<file path="config.mk">
export PLATFORM = sky130hd
export DESIGN_NAME = srdr_way_pick
export DESIGN_NICKNAME = d
export VERILOG_FILES = /design/src/hw/rtl/srdr_pkg.sv /design/src/hw/rtl/srdr_way_pick.sv
export SDC_FILE = /design/constraint.sdc
export NUM_CORES = 1
export LEC_CHECK = 0
export BUFFER_PORTS_ARGS = -buffer_cell sky130_fd_sc_hd__clkbuf_2
export CORE_MARGIN = 1.5
export CORE_UTILIZATION = 46
export DETAILED_ROUTE_END_ITERATION = 6
export PLACE_DENSITY_LB_ADDON = 0.3
export SLEW_MARGIN = 10
export SYNTH_ARGS = -nofsm -noshare
export SYNTH_HDL_FRONTEND = slang
export SYNTH_SLANG_ARGS = --single-unit
</file>
<file path="constraint.sdc">
create_clock -name vclk -period 21.3
set_input_delay 1.065 -clock vclk [all_inputs]
set_output_delay 1.065 -clock vclk [all_outputs]
set_load 0.02 [all_outputs]
</file>
<file path="src/hw/rtl/srdr_pkg.sv">
package srdr_pkg;

  localparam int NUM_SETS          = 2048;
  localparam int NUM_WAYS          = 16;
  localparam int SIGNATURE_ENTRIES = 64;

  localparam int SET_W  = $clog2(NUM_SETS);
  localparam int WAY_W  = $clog2(NUM_WAYS);
  localparam int SIG_W  = $clog2(SIGNATURE_ENTRIES);
  localparam int CNT_W  = SET_W + 1;
  localparam int DECAY_W = 20;
  localparam int ADDR_W  = 64;
  localparam int STRIDE_ROW_W = 2 * ADDR_W + 2;
  localparam int LINE_ROW_W   = 4 * NUM_WAYS;

  localparam logic [1:0] CTR_MAX          = 2'd3;
  localparam logic [1:0] RRPV_MAX         = 2'd3;
  localparam logic [1:0] RRPV_LONG        = 2'd2;
  localparam logic [1:0] SIG_REUSE_THRESH = 2'd2;
  localparam logic [DECAY_W-1:0] DECAY_RESET = 20'd100000;

  localparam logic CMD_QUERY  = 1'b0;
  localparam logic CMD_UPDATE = 1'b1;

  typedef logic [NUM_WAYS-1:0][1:0] way_ctr_t;

  typedef enum logic [1:0] {
    ST_CLEAR,
    ST_IDLE,
    ST_READ,
    ST_DECAY
  } state_t;

  function automatic logic [1:0] sat_up(input logic [1:0] v);
    return (v == CTR_MAX) ? CTR_MAX : v + 2'd1;
  endfunction

  function automatic logic [1:0] sat_down(input logic [1:0] v);
    return (v == 2'd0) ? 2'd0 : v - 2'd1;
  endfunction

  function automatic way_ctr_t decay_row(input way_ctr_t d);
    way_ctr_t r;
    for (int i = 0; i < NUM_WAYS; i++) begin
      r[i] = sat_down(d[i]);
    end
    return r;
  endfunction

endpackage

</file>
<file path="src/hw/rtl/srdr_way_pick.sv">
module srdr_way_pick (
  input  srdr_pkg::way_ctr_t           dead,
  input  srdr_pkg::way_ctr_t           rrpv,
  output logic [srdr_pkg::WAY_W-1:0]   victim,
  output srdr_pkg::way_ctr_t           rrpv_aged
);
  import srdr_pkg::*;

  logic [1:0] top;
  logic [1:0] lift;
  logic       dead_found;
  logic [WAY_W-1:0] dead_way;
  logic [WAY_W-1:0] top_way;
  logic       top_found;

  always_comb begin
    dead_found = 1'b0;
    dead_way   = '0;
    for (int i = NUM_WAYS - 1; i >= 0; i--) begin
      if (dead[i] == CTR_MAX) begin
        dead_found = 1'b1;
        dead_way   = WAY_W'(i);
      end
    end
    top = 2'd0;
    for (int i = 0; i < NUM_WAYS; i++) begin
      if (rrpv[i] > top) top = rrpv[i];
    end
    lift = RRPV_MAX - top;
    for (int i = 0; i < NUM_WAYS; i++) begin
      rrpv_aged[i] = dead_found ? rrpv[i] : rrpv[i] + lift;
    end
    top_found  = 1'b0;
    top_way    = '0;
    for (int i = NUM_WAYS - 1; i >= 0; i--) begin
      if (rrpv[i] == top) begin
        top_found = 1'b1;
        top_way   = WAY_W'(i);
      end
    end
    victim = dead_found ? dead_way : (top_found ? top_way : '0);
  end
endmodule

</file>
-- After elaboration in Yosys (flattened, before gate mapping)
Cells that the tools add are included.
- flip-flop bits (word level): 0
- bits in latches: 0
- memory bits (writable): 0
- memory bits (read-only): 0
- bits of input ports: 64
- output and inout port bits: 36
- word-level logic and storage cells: 163
- memories kept: 0
- add/subtract/negate cells: 17
- multiply operators: 0
- divide/modulo/power cells: 0
- order comparisons: 16
- equal/unequal tests: 32
- shift-type cells: 0
- mux-type cells: 98
- bitwise gates (word level): 0
- reduce and logical (&&, ||, !) cells: 0
- operators with widths (cell ; number):
    2-to-1 mux 4 bit ; 34
    2-to-1 mux 2 bit ; 32
    adder 2 bit ; 16
    == test 2 bit ; 16
    == test 2 bit (second input constant) ; 16
    2-to-1 mux 1 bit ; 32
    > comparator 2 bit ; 15
    > comparator 2 x 1 -> 1 bit (second input constant) ; 1
    subtractor 2 bit (first input constant) ; 1

-- Depth between registers and ports, before layout
Gate-level depths: netlist of run 1.
- depth after elaboration: 51
- gate-level depth with buffers: 88
- gate-level depth less buffers: 87

-- Least setup slack after synthesis of run 1
Ideal clock, no wire load.
- path kind: in2out
- from: in rrpv[3] in the netlist's numbering
- to: out victim[0] in the netlist's numbering
- arrival: 14.882 ns
- data required time: 20.235 ns
- setup slack: 5.353 ns
- stages on the path: 84
- buffers on the path: 1
- path through: clkbuf_1 inv_1 ha_1 nor3_1 a311o_1 nand2_1 ha_1 inv_1 o221a_2 a31oi_1 ha_1 inv_1 o22a_1 a311oi_1 nand2b_1 ha_1 inv_1 o22ai_1 [48 not listed] o211ai_1 nor4_2 nor2_1 ha_1 nand3_1 o21ai_0 a211oi_1 a21o_1 ha_1 nor2b_1 a221o_1 a22o_1 a221oi_4 o22ai_1 a41oi_1 o21ai_1 a221oi_2 o211ai_1
- cells in the longest elaborated chain, start to end: 49
- elaborated cells between the ends (all ways): 80
- classes of those cells: order compare (15); eq/ne (16); mux (49)
- RTL lines (element ; line ; text):
    from (decl) ; srdr_way_pick.sv:3 ; input srdr_pkg::way_ctr_t rrpv,
    > comparator 2 bit ; srdr_way_pick.sv:27 ; if (rrpv[i] > top) top = rrpv[i];
    2-to-1 mux 2 bit ; srdr_way_pick.sv:27 ;
    > comparator 2 bit ; srdr_way_pick.sv:27 ;
    2-to-1 mux 2 bit ; srdr_way_pick.sv:27 ;
    > comparator 2 bit ; srdr_way_pick.sv:27 ;
    2-to-1 mux 2 bit ; srdr_way_pick.sv:27 ;
    > comparator 2 bit ; srdr_way_pick.sv:27 ;
    2-to-1 mux 2 bit ; srdr_way_pick.sv:27 ;
    [17 not listed] ; -- ;
    2-to-1 mux 2 bit ; srdr_way_pick.sv:27 ;
    > comparator 2 bit ; srdr_way_pick.sv:27 ;
    2-to-1 mux 2 bit ; srdr_way_pick.sv:27 ;
    > comparator 2 bit ; srdr_way_pick.sv:27 ;
    2-to-1 mux 2 bit ; srdr_way_pick.sv:27 ;
    == test 2 bit ; srdr_way_pick.sv:36 ; if (rrpv[i] == top) begin
    2-to-1 mux 4 bit / 2-to-1 mux 1 bit (equally long branches) (16 in a row) ; srdr_way_pick.sv:36 ;
    2-to-1 mux 4 bit * (2 in a row) ; srdr_way_pick.sv:41 ; victim = dead_found ? dead_way : (top_found ? top_way : '0);
    to (decl) ; srdr_way_pick.sv:4 ; output logic [srdr_pkg::WAY_W-1:0] victim,
Mark *: on every way between the ends. The rest lies on a longest branch, timed or not.

-- Final worst setup path of run 1
Ends and elaborated chain as after synthesis.

==> qor.csv, run 1 <==
metric;value;unit
status;completed;
remaining antenna violation count;0;
HP Class;in -> out;
cell repeated most along the worst path;ha_1;
CP peak stage delay;0.57;ns
most frequent cell after synthesis;nand2_1;
critical path fanouts, max;16;
worst slack at placement;3.25;ns
largest net degree at the start of global routing;46;
# rows;28;
Final Wtd Congestion;0.963;
sequential area share after synthesis;0;%
Ys Warns;0;
largest cells by area after synthesis;ha_1, nand2_1, xor2_1;
DRT Pass-1 Iters;4;
fin crit share;85.8;%
Worst Path Required;20.24;ns
Layout Cells excl Fill;589;
Max VDD drop;35.5;µV
Final WS setup;3.03;ns
antenna violations before repair;0;
Hold Path End;rrpv_aged[1];
num sequential;0;
Vias/cell;5.57;
slowest stage cell, crit path;a21o_1;
Hold Crit Depth;3;
WL/cell;12.8;µm
Yosys cell types;58;
register area;0;µm²
Leak Pwr;1.88;nW
Worst Path Arrival;17.21;ns
layout overhead on the synthesized area;19.2;%
Fin. Hold Viols;0;
final setup vio count;0;
Slew Viols, Final;0;
Initial DRC Count;222;
post-CTS sizing;0;
ANT cells;0;
core area;5960;µm²
CP Class;in -> out;
max cap viols;0;
startpoint types;input pin;
Post-Syn Instances;425;
gr ovfl total;0;
hold wc startpoint;rrpv[1];
Synth area leader;ha_1;
Total GRT Usage;22.5;%
detailed placement HPWL;6380;µm
CP endpoint kind;output port;
number of port buffers;100;
Synth top area share;27.0;%
Synth Net Count;551;
DRC viols;0;
Final nets;642;
final core occ;57.5;%
# clk buffers;0;
via count;3279;
# hold bufs at CTS;0;
Initial Util;48.2;%
Die Span Y;82.0;µm
DIE AREA;6720;µm²
Worst-Margin Slew;1.12;ns
Setup TNS Final;0;ns
RSZ-0062 raised after global routing;false;
Mean Syn Cell Area;6.75;µm²
global-route wire length before repair;12500;µm
Min Clock Period, post-route;18.27;ns
power per cell area;64.3;nW/µm²
cell area after synthesis;2870;µm²
Post-CTS Setup Repair Bufs;0;
vias in the first global route;2910;
headroom to the max-slew limit;25.1;%
Post-Route WL;7540;µm
top cells by instance count after synthesis;nand2_1, ha_1, inv_1;
chip width;82.0;µm
share of layout cells above drive strength 1;21.6;%
Achievable Freq;0.0547;GHz
IO Pins;100;
placed insts;589;
==> cell usage in the layout (no fill, tap or decap), types with 5 or more instances in the layout <==
cell      netlist  final
clkbuf_2        0    100
nand2_1        71     71
ha_1           62     61
inv_1          45     45
o21ai_0        31     31
nor2_1         23     23
xor2_1         21     21
xnor2_1        16     16
a21oi_1        13     13
a31oi_1        12     12
nand2b_1       10     10
o22ai_1         8      8
nand3_1         8      8
o211ai_1        7      7
a221oi_1        7      7
a22oi_1         6      6
nor2b_1         5      5
o21ai_1         5      5
==> cell families after synthesis <==
family	share of synthesized area, %
adders and majority gates	27.0
AOI/OAI and AO/OA	31.0
xor gates and xnor gates	11.3
muxes	1.13
buffers and inverters	7.98
and+or+nand+nor	21.6
==> worst max-delay path by stage <==
stage / start / end / slack [ns] / cells past startpoint
final: rrpv[3] / victim[0] / 3.03 / 87
after CTS: rrpv[3] / victim[0] / 3.18 / 87
after global placement: rrpv[3] / victim[0] / 3.89 / 85
after floorplan: rrpv[3] / victim[0] / 5.35 / 84
after detailed placement: rrpv[3] / victim[0] / 3.25 / 86
after global routing: rrpv[3] / victim[0] / 1.50 / 87
==> metal layers <==
metal | up-vias | GRT usage, % | part of all wire, %
met4 | 0 | 2.37 | 0.81
met1 | 1464 | 28.7 | 46
met2 | 103 | 42.7 | 47
met3 | 6 | 0.667 | 5.6
li1 | 1706 | - | -
met5 | - | 0 | 0
==> area by class of cell <==
| class | instances | area [µm²] |
|---|---|---|
| well taps | 75 | 93.8 |
| repair buffers | 101 | 508 |
| inverters | 47 | 176 |
| fillers | 617 | 2530 |
| multi-input cells | 366 | 2640 |
==> report_power, final <==
| group | internal [mW] | switching [mW] | leakage [nW] |
|---|---|---|---|
| logic | 0.0892 | 0.131 | 1.88 |
| registers | 0 | 0 | 0 |
| clock network | 0 | 0 | 0 |
| total | 0.0892 | 0.131 | 1.88 |
==> per-stage QoR <==
stage                     total power, mW  hold slack, ns  cell area, µm²
after global routing                0.250            2.51            3420
after CTS                           0.220            2.49            3420
final                               0.220            2.49            3420
after detailed placement            0.218            2.49            3420
after floorplan                     0.166            2.27            2870
after global placement              0.211            2.49            3420
==> worst max-delay path, delay by kind of cell <==
kind | cells | cell delay [ns]
compound gates | 35 | 7.84
fa+ha+maj | 16 | 4.20
simple gates | 26 | 3.04
buf+inv | 9 | 0.66
mux | 1 | 0.34
Note: power is estimated with default switching activity, not from simulation.
==> run 2, diff against run 1 <==
- PLACE_DENSITY_LB_ADDON: 0.3 -> 0.2
==> qor.csv, run 2 (synthesis gave the netlist of run 1 again) <==
metric;value;unit;change
status;completed;;
max cap viols;0;;unchanged
fin crit share;86.2;%;+0.42 points
RSZ-0062 raised after global routing;false;;
DRT Pass-1 Iters;4;;unchanged
via count;3282;;+0.091%
DP Area;3430;µm²;+0.22%
chip width;82.0;µm;unchanged
CP endpoint kind;output port;;
DRC viols;0;;unchanged
Initial DRC Count;122;;-45%
final core occ;57.6;%;+0.13 points
# clk buffers;0;;unchanged
Switching Share;59.5;%;about the same
# rows;28;;unchanged
Setup TNS Final;0;ns;unchanged
register area;0;µm²;unchanged
Hold WS;2.49;ns;-0.000330 ns
Post-Route WL;7440;µm;-1.4%
NetSw;131;µW;about the same
total power;220;µW;about the same
vias in the first global route;2793;;-4.0%
layout overhead on the synthesized area;19.5;%;
critical path fanouts, max;16;;unchanged
Min Clock Period, post-route;18.36;ns;+0.0897 ns
Worst-Margin Slew;0.691;ns;-0.432 ns
Final Wtd Congestion;0.904;;-6.2%
headroom to the max-slew limit;53.9;%;+29 points
Slew Viols, Final;0;;unchanged
post-CTS sizing;0;;unchanged
Die Span Y;82.0;µm;unchanged
Total GRT Usage;21.8;%;-0.73 points
Fin. Hold Viols;0;;unchanged
Leak Pwr;1.88;nW;+0.29%
CP peak stage delay;0.58;ns;about the same
startpoint types;input pin;;
Final nets;643;;+0.16%
largest net degree at the start of global routing;51;;+11%
commonest non-fill, non-tap cells in the layout;clkbuf_2, nand2_1, ha_1;;
Initial Util;48.2;%;unchanged
most common cell after layout, fill and taps aside;clkbuf_2;;
Int Power;89.1;µW;about the same
WL/cell;12.6;µm;-1.6%
Achievable Freq;0.0545;GHz;-0.49%
num sequential;0;;unchanged
ANT cells;0;;unchanged
Post-CTS Setup Repair Bufs;0;;unchanged
share of layout cells above drive strength 1;21.7;%;+0.15 points
fillcell total;593;;-3.9%
remaining antenna violation count;0;;unchanged
power share of the combinational group;100.0;%;about the same
# hold bufs at CTS;0;;unchanged
Worst Path Required;20.24;ns;about the same
Flop pwr share;0;%;unchanged
IO Pins;100;;unchanged
Multi-input gate area;2640;µm²;unchanged
global-route wire length before repair;12100;µm;-3.3%
Clock power frac;0;%;unchanged
core area;5960;µm²;unchanged
HP Class;in -> out;;
Vias/cell;5.56;;about the same
Max VDD drop;32.3;µV;-9.0%
CP Class;in -> out;;
gr ovfl total;0;;unchanged
antenna violations before repair;0;;unchanged
final setup vio count;0;;unchanged
DIE AREA;6720;µm²;unchanged
power per cell area;64.2;nW/µm²;-0.23%
number of port buffers;100;;unchanged
Final Cell Area;3430;µm²;+0.22%
cell repeated most along the worst path;ha_1;;
slowest stage cell, crit path;a21o_1;;
detailed placement HPWL;6200;µm;-2.8%
Worst Path Arrival;17.30;ns;+0.09 ns
[run 2: per-layer routing]
metal,track usage (%),vias to the layer above,routed length (µm)
met1,29.1,1477,3510
met2,39.6,94,3500
li1,-,1707,-
met4,2.71,0,22
met5,0,-,0
met3,0.444,4,408
[run 2: final timing paths]
check	from	endpoint	slack [ns]	cells after the start
max	rrpv[3]	victim[0]	2.94	86
min	rrpv[1]	rrpv_aged[1]	2.49	3
[run 2: metrics by stage]
stage               setup slack (ns)  cells
floorplan                       5.35    425
global placement                3.72    590
detailed placement              3.11    590
CTS                             3.07    590
global route                    1.53    590
finish                          2.94    590
[run 2: layout make-up]
class                           instances  area share [%]
Inverter                               47            5.14
Multi-Input combinational cell        366            77.1
Tap cell                               75            2.74
Timing Repair Buffer                  102            15.0
[run 2: power by group through the flow]
stage | logic (mW) | clock network [mW] | registers [mW]
6_report | 0.220 | 0 | 0
4_1_cts | 0.219 | 0 | 0
3_5_place_dp | 0.218 | 0 | 0
3_3_place_gp | 0.212 | 0 | 0
5_1_grt | 0.248 | 0 | 0
2_1_floorplan | 0.166 | 0 | 0
[run 2: worst max-delay path: cells and delay by family]
family                     cells  cell delay, ns
buffers and inverters         10            0.72
AOI/OAI and AO/OA             34            7.82
adders and majority gates     16            4.34
and+or+nand+nor               25            3.02
muxes                          1            0.30
==> run 3, diff against run 2 <==
- ABC_AREA: not set -> 1
==> qor.csv, run 3 <==
metric;value;unit;change
# hold bufs at CTS;0;;unchanged
largest cells by area after synthesis;ha_1, nand2_1, xnor2_1;;
Initial Util;47.9;%;-0.30 points
Final Cell Area;3190;µm²;-6.9%
remaining antenna violation count;0;;unchanged
Post-Route WL;6140;µm;-17%
most common cell after layout, fill and taps aside;nand2_1;;
most frequent cell after synthesis;nand2_1;;
vias in the first global route;2583;;-7.5%
register area;0;µm²;unchanged
global-route wire length before repair;10200;µm;-16%
ANT cells;0;;unchanged
Vias/cell;4.84;;-13%
num sequential;0;;unchanged
Post-CTS Setup Repair Bufs;0;;unchanged
slowest stage cell, crit path;ha_1;;
Leak Pwr;1.92;nW;+1.8%
number of port buffers;100;;unchanged
chip width;78.7;µm;-4.0%
Max VDD drop;23.6;µV;-27%
RSZ-0062 raised after global routing;false;;
# clk buffers;0;;unchanged
# rows;27;;-3.6%
DP Area;3190;µm²;-6.9%
Worst Path Buf+Inv;17;;+7
Worst Path Required;20.24;ns;about the same
DRT Pass-1 Iters;4;;unchanged
post-synthesis simple-gate area fraction;30.2;%;+8.6 points
Fin. Hold Viols;0;;unchanged
Post-Syn Instances;417;;-1.9%
CP endpoint kind;output port;;
Worst-Margin Slew;0.967;ns;+0.276 ns
via count;2814;;-14%
compound-gate portion of the synthesized area;17.9;%;-13 points
Die Span Y;78.7;µm;-4.0%
core area;5510;µm²;-7.5%
Ys Warns;0;;unchanged
share of layout cells above drive strength 1;28.7;%;+6.9 points
gr ovfl total;0;;unchanged
top cells by instance count after synthesis;nand2_1, inv_1, ha_1;;
largest family of logic cells by synthesized area;simple AND/OR/NAND/NOR gates;;
Mean Syn Cell Area;6.33;µm²;-6.3%
cell repeated most along the worst path;nand2_1;;
antenna violations before repair;0;;unchanged
headroom to the max-slew limit;35.5;%;-18 points
Slew Viols, Final;0;;unchanged
detailed placement HPWL;5420;µm;-13%
layout overhead on the synthesized area;21.1;%;
DRC viols;0;;unchanged
Initial DRC Count;27;;-78%
Synth area leader;ha_1;;
HP Class;in -> out;;
cell area after synthesis;2640;µm²;-8.1%
WL/cell;10.6;µm;-16%
Worst Path Arrival;15.09;ns;-2.21 ns
startpoint types;input pin;;
status;completed;;
max cap viols;0;;unchanged
Min Clock Period, post-route;16.15;ns;-2.21 ns
Final WS setup;5.15;ns;+2.21 ns
Final nets;637;;-0.93%
sequential area share after synthesis;0;%;unchanged
worst slack at placement;5.04;ns;+1.93 ns
CP peak stage delay;0.50;ns;-0.08 ns
Hold WS;2.52;ns;+0.0352 ns
critical path fanouts, max;16;;unchanged
Total GRT Usage;19.1;%;-2.7 points
CP Class;in -> out;;
fin crit share;75.8;%;-10 points
Final Wtd Congestion;0.911;;+0.81%
mux share of post-synthesis cell area;0;%;-1.1 points
total power;142;µW;-36%
power per cell area;44.3;nW/µm²;-31%
Synth top area share;29.4;%;+2.4 points
Post-Synth Adder-Cell Area;29.4;%;+2.4 points
Setup TNS Final;0;ns;unchanged
DIE AREA;6200;µm²;-7.8%
Yosys cell types;37;;-36%
commonest non-fill, non-tap cells in the layout;nand2_1, clkbuf_2, inv_1;;
XOR/XNOR Fraction of Synth Area;9.96;%;-1.3 points
Achievable Freq;0.0619;GHz;+14%
Crit path max-delay family;simple AND/OR/NAND/NOR gates;;
IO Pins;100;;unchanged
largest net degree at the start of global routing;45;;-12%
post-CTS sizing;0;;unchanged
final setup vio count;0;;unchanged
Synth Net Count;543;;-1.5%
## run 3: cell count changes in the layout (fill, tap and decap cells not counted), moves of 11 or more
cell and change:
nand2_1 +41, a21oi_1 -11, nand3_2 +14, xnor2_1 +14, xor2_1 -21, inv_1 +21
## run 3: logic make-up after synthesis
group | Yosys count
buffers and inverters | 84
AND/OR/NAND/NOR | 172
adder cells (fa/ha/maj) | 62
XOR/XNOR | 30
AO/OA/AOI/OAI | 69
## run 3: per-layer routing
| layer | global-route usage [%] | vias to the layer above | wire [µm] |
|---|---|---|---|
| met3 | 0.575 | 2 | 315 |
| met5 | 0 | - | 0 |
| met1 | 24.0 | 1218 | 2930 |
| met4 | 0.893 | 0 | 32 |
| met2 | 37.4 | 69 | 2860 |
| li1 | - | 1525 | - |
## run 3: worst paths after layout
path	depth (start not counted)	to	start	slack, ns
worst max-delay path	92	victim[0]	rrpv[3]	5.15
worst min-delay path	4	rrpv_aged[7]	rrpv[7]	2.52
## run 3: power breakdown
| part | switching [mW] | total [mW] | internal [mW] |
|---|---|---|---|
| clock | 0 | 0 | 0 |
| combinational | 0.0830 | 0.142 | 0.0586 |
| sequential | 0 | 0 | 0 |
| total | 0.0830 | 0.142 | 0.0586 |
## run 3: tightest hold or removal path, cell delays in order
cell	delay, ns
clkbuf_2	0.11
inv_1	0.07
o21ai_1	0.07
clkbuf_2	0.15
## run 3: final cells by class
class                      instances  area [µm²]
fill                             590        2310
multi-input combinational        333        2310
inverter                          75         282
timing repair buffer             101         508
tap                               72        90.1
## run 3: stage by stage
step | utilization, % | std cells
6_report | 58.0 | 581
5_1_grt | 58.0 | 581
4_1_cts | 58.0 | 581
3_5_place_dp | 58.0 | 581
3_3_place_gp | 58.0 | 581
2_1_floorplan | - | 417
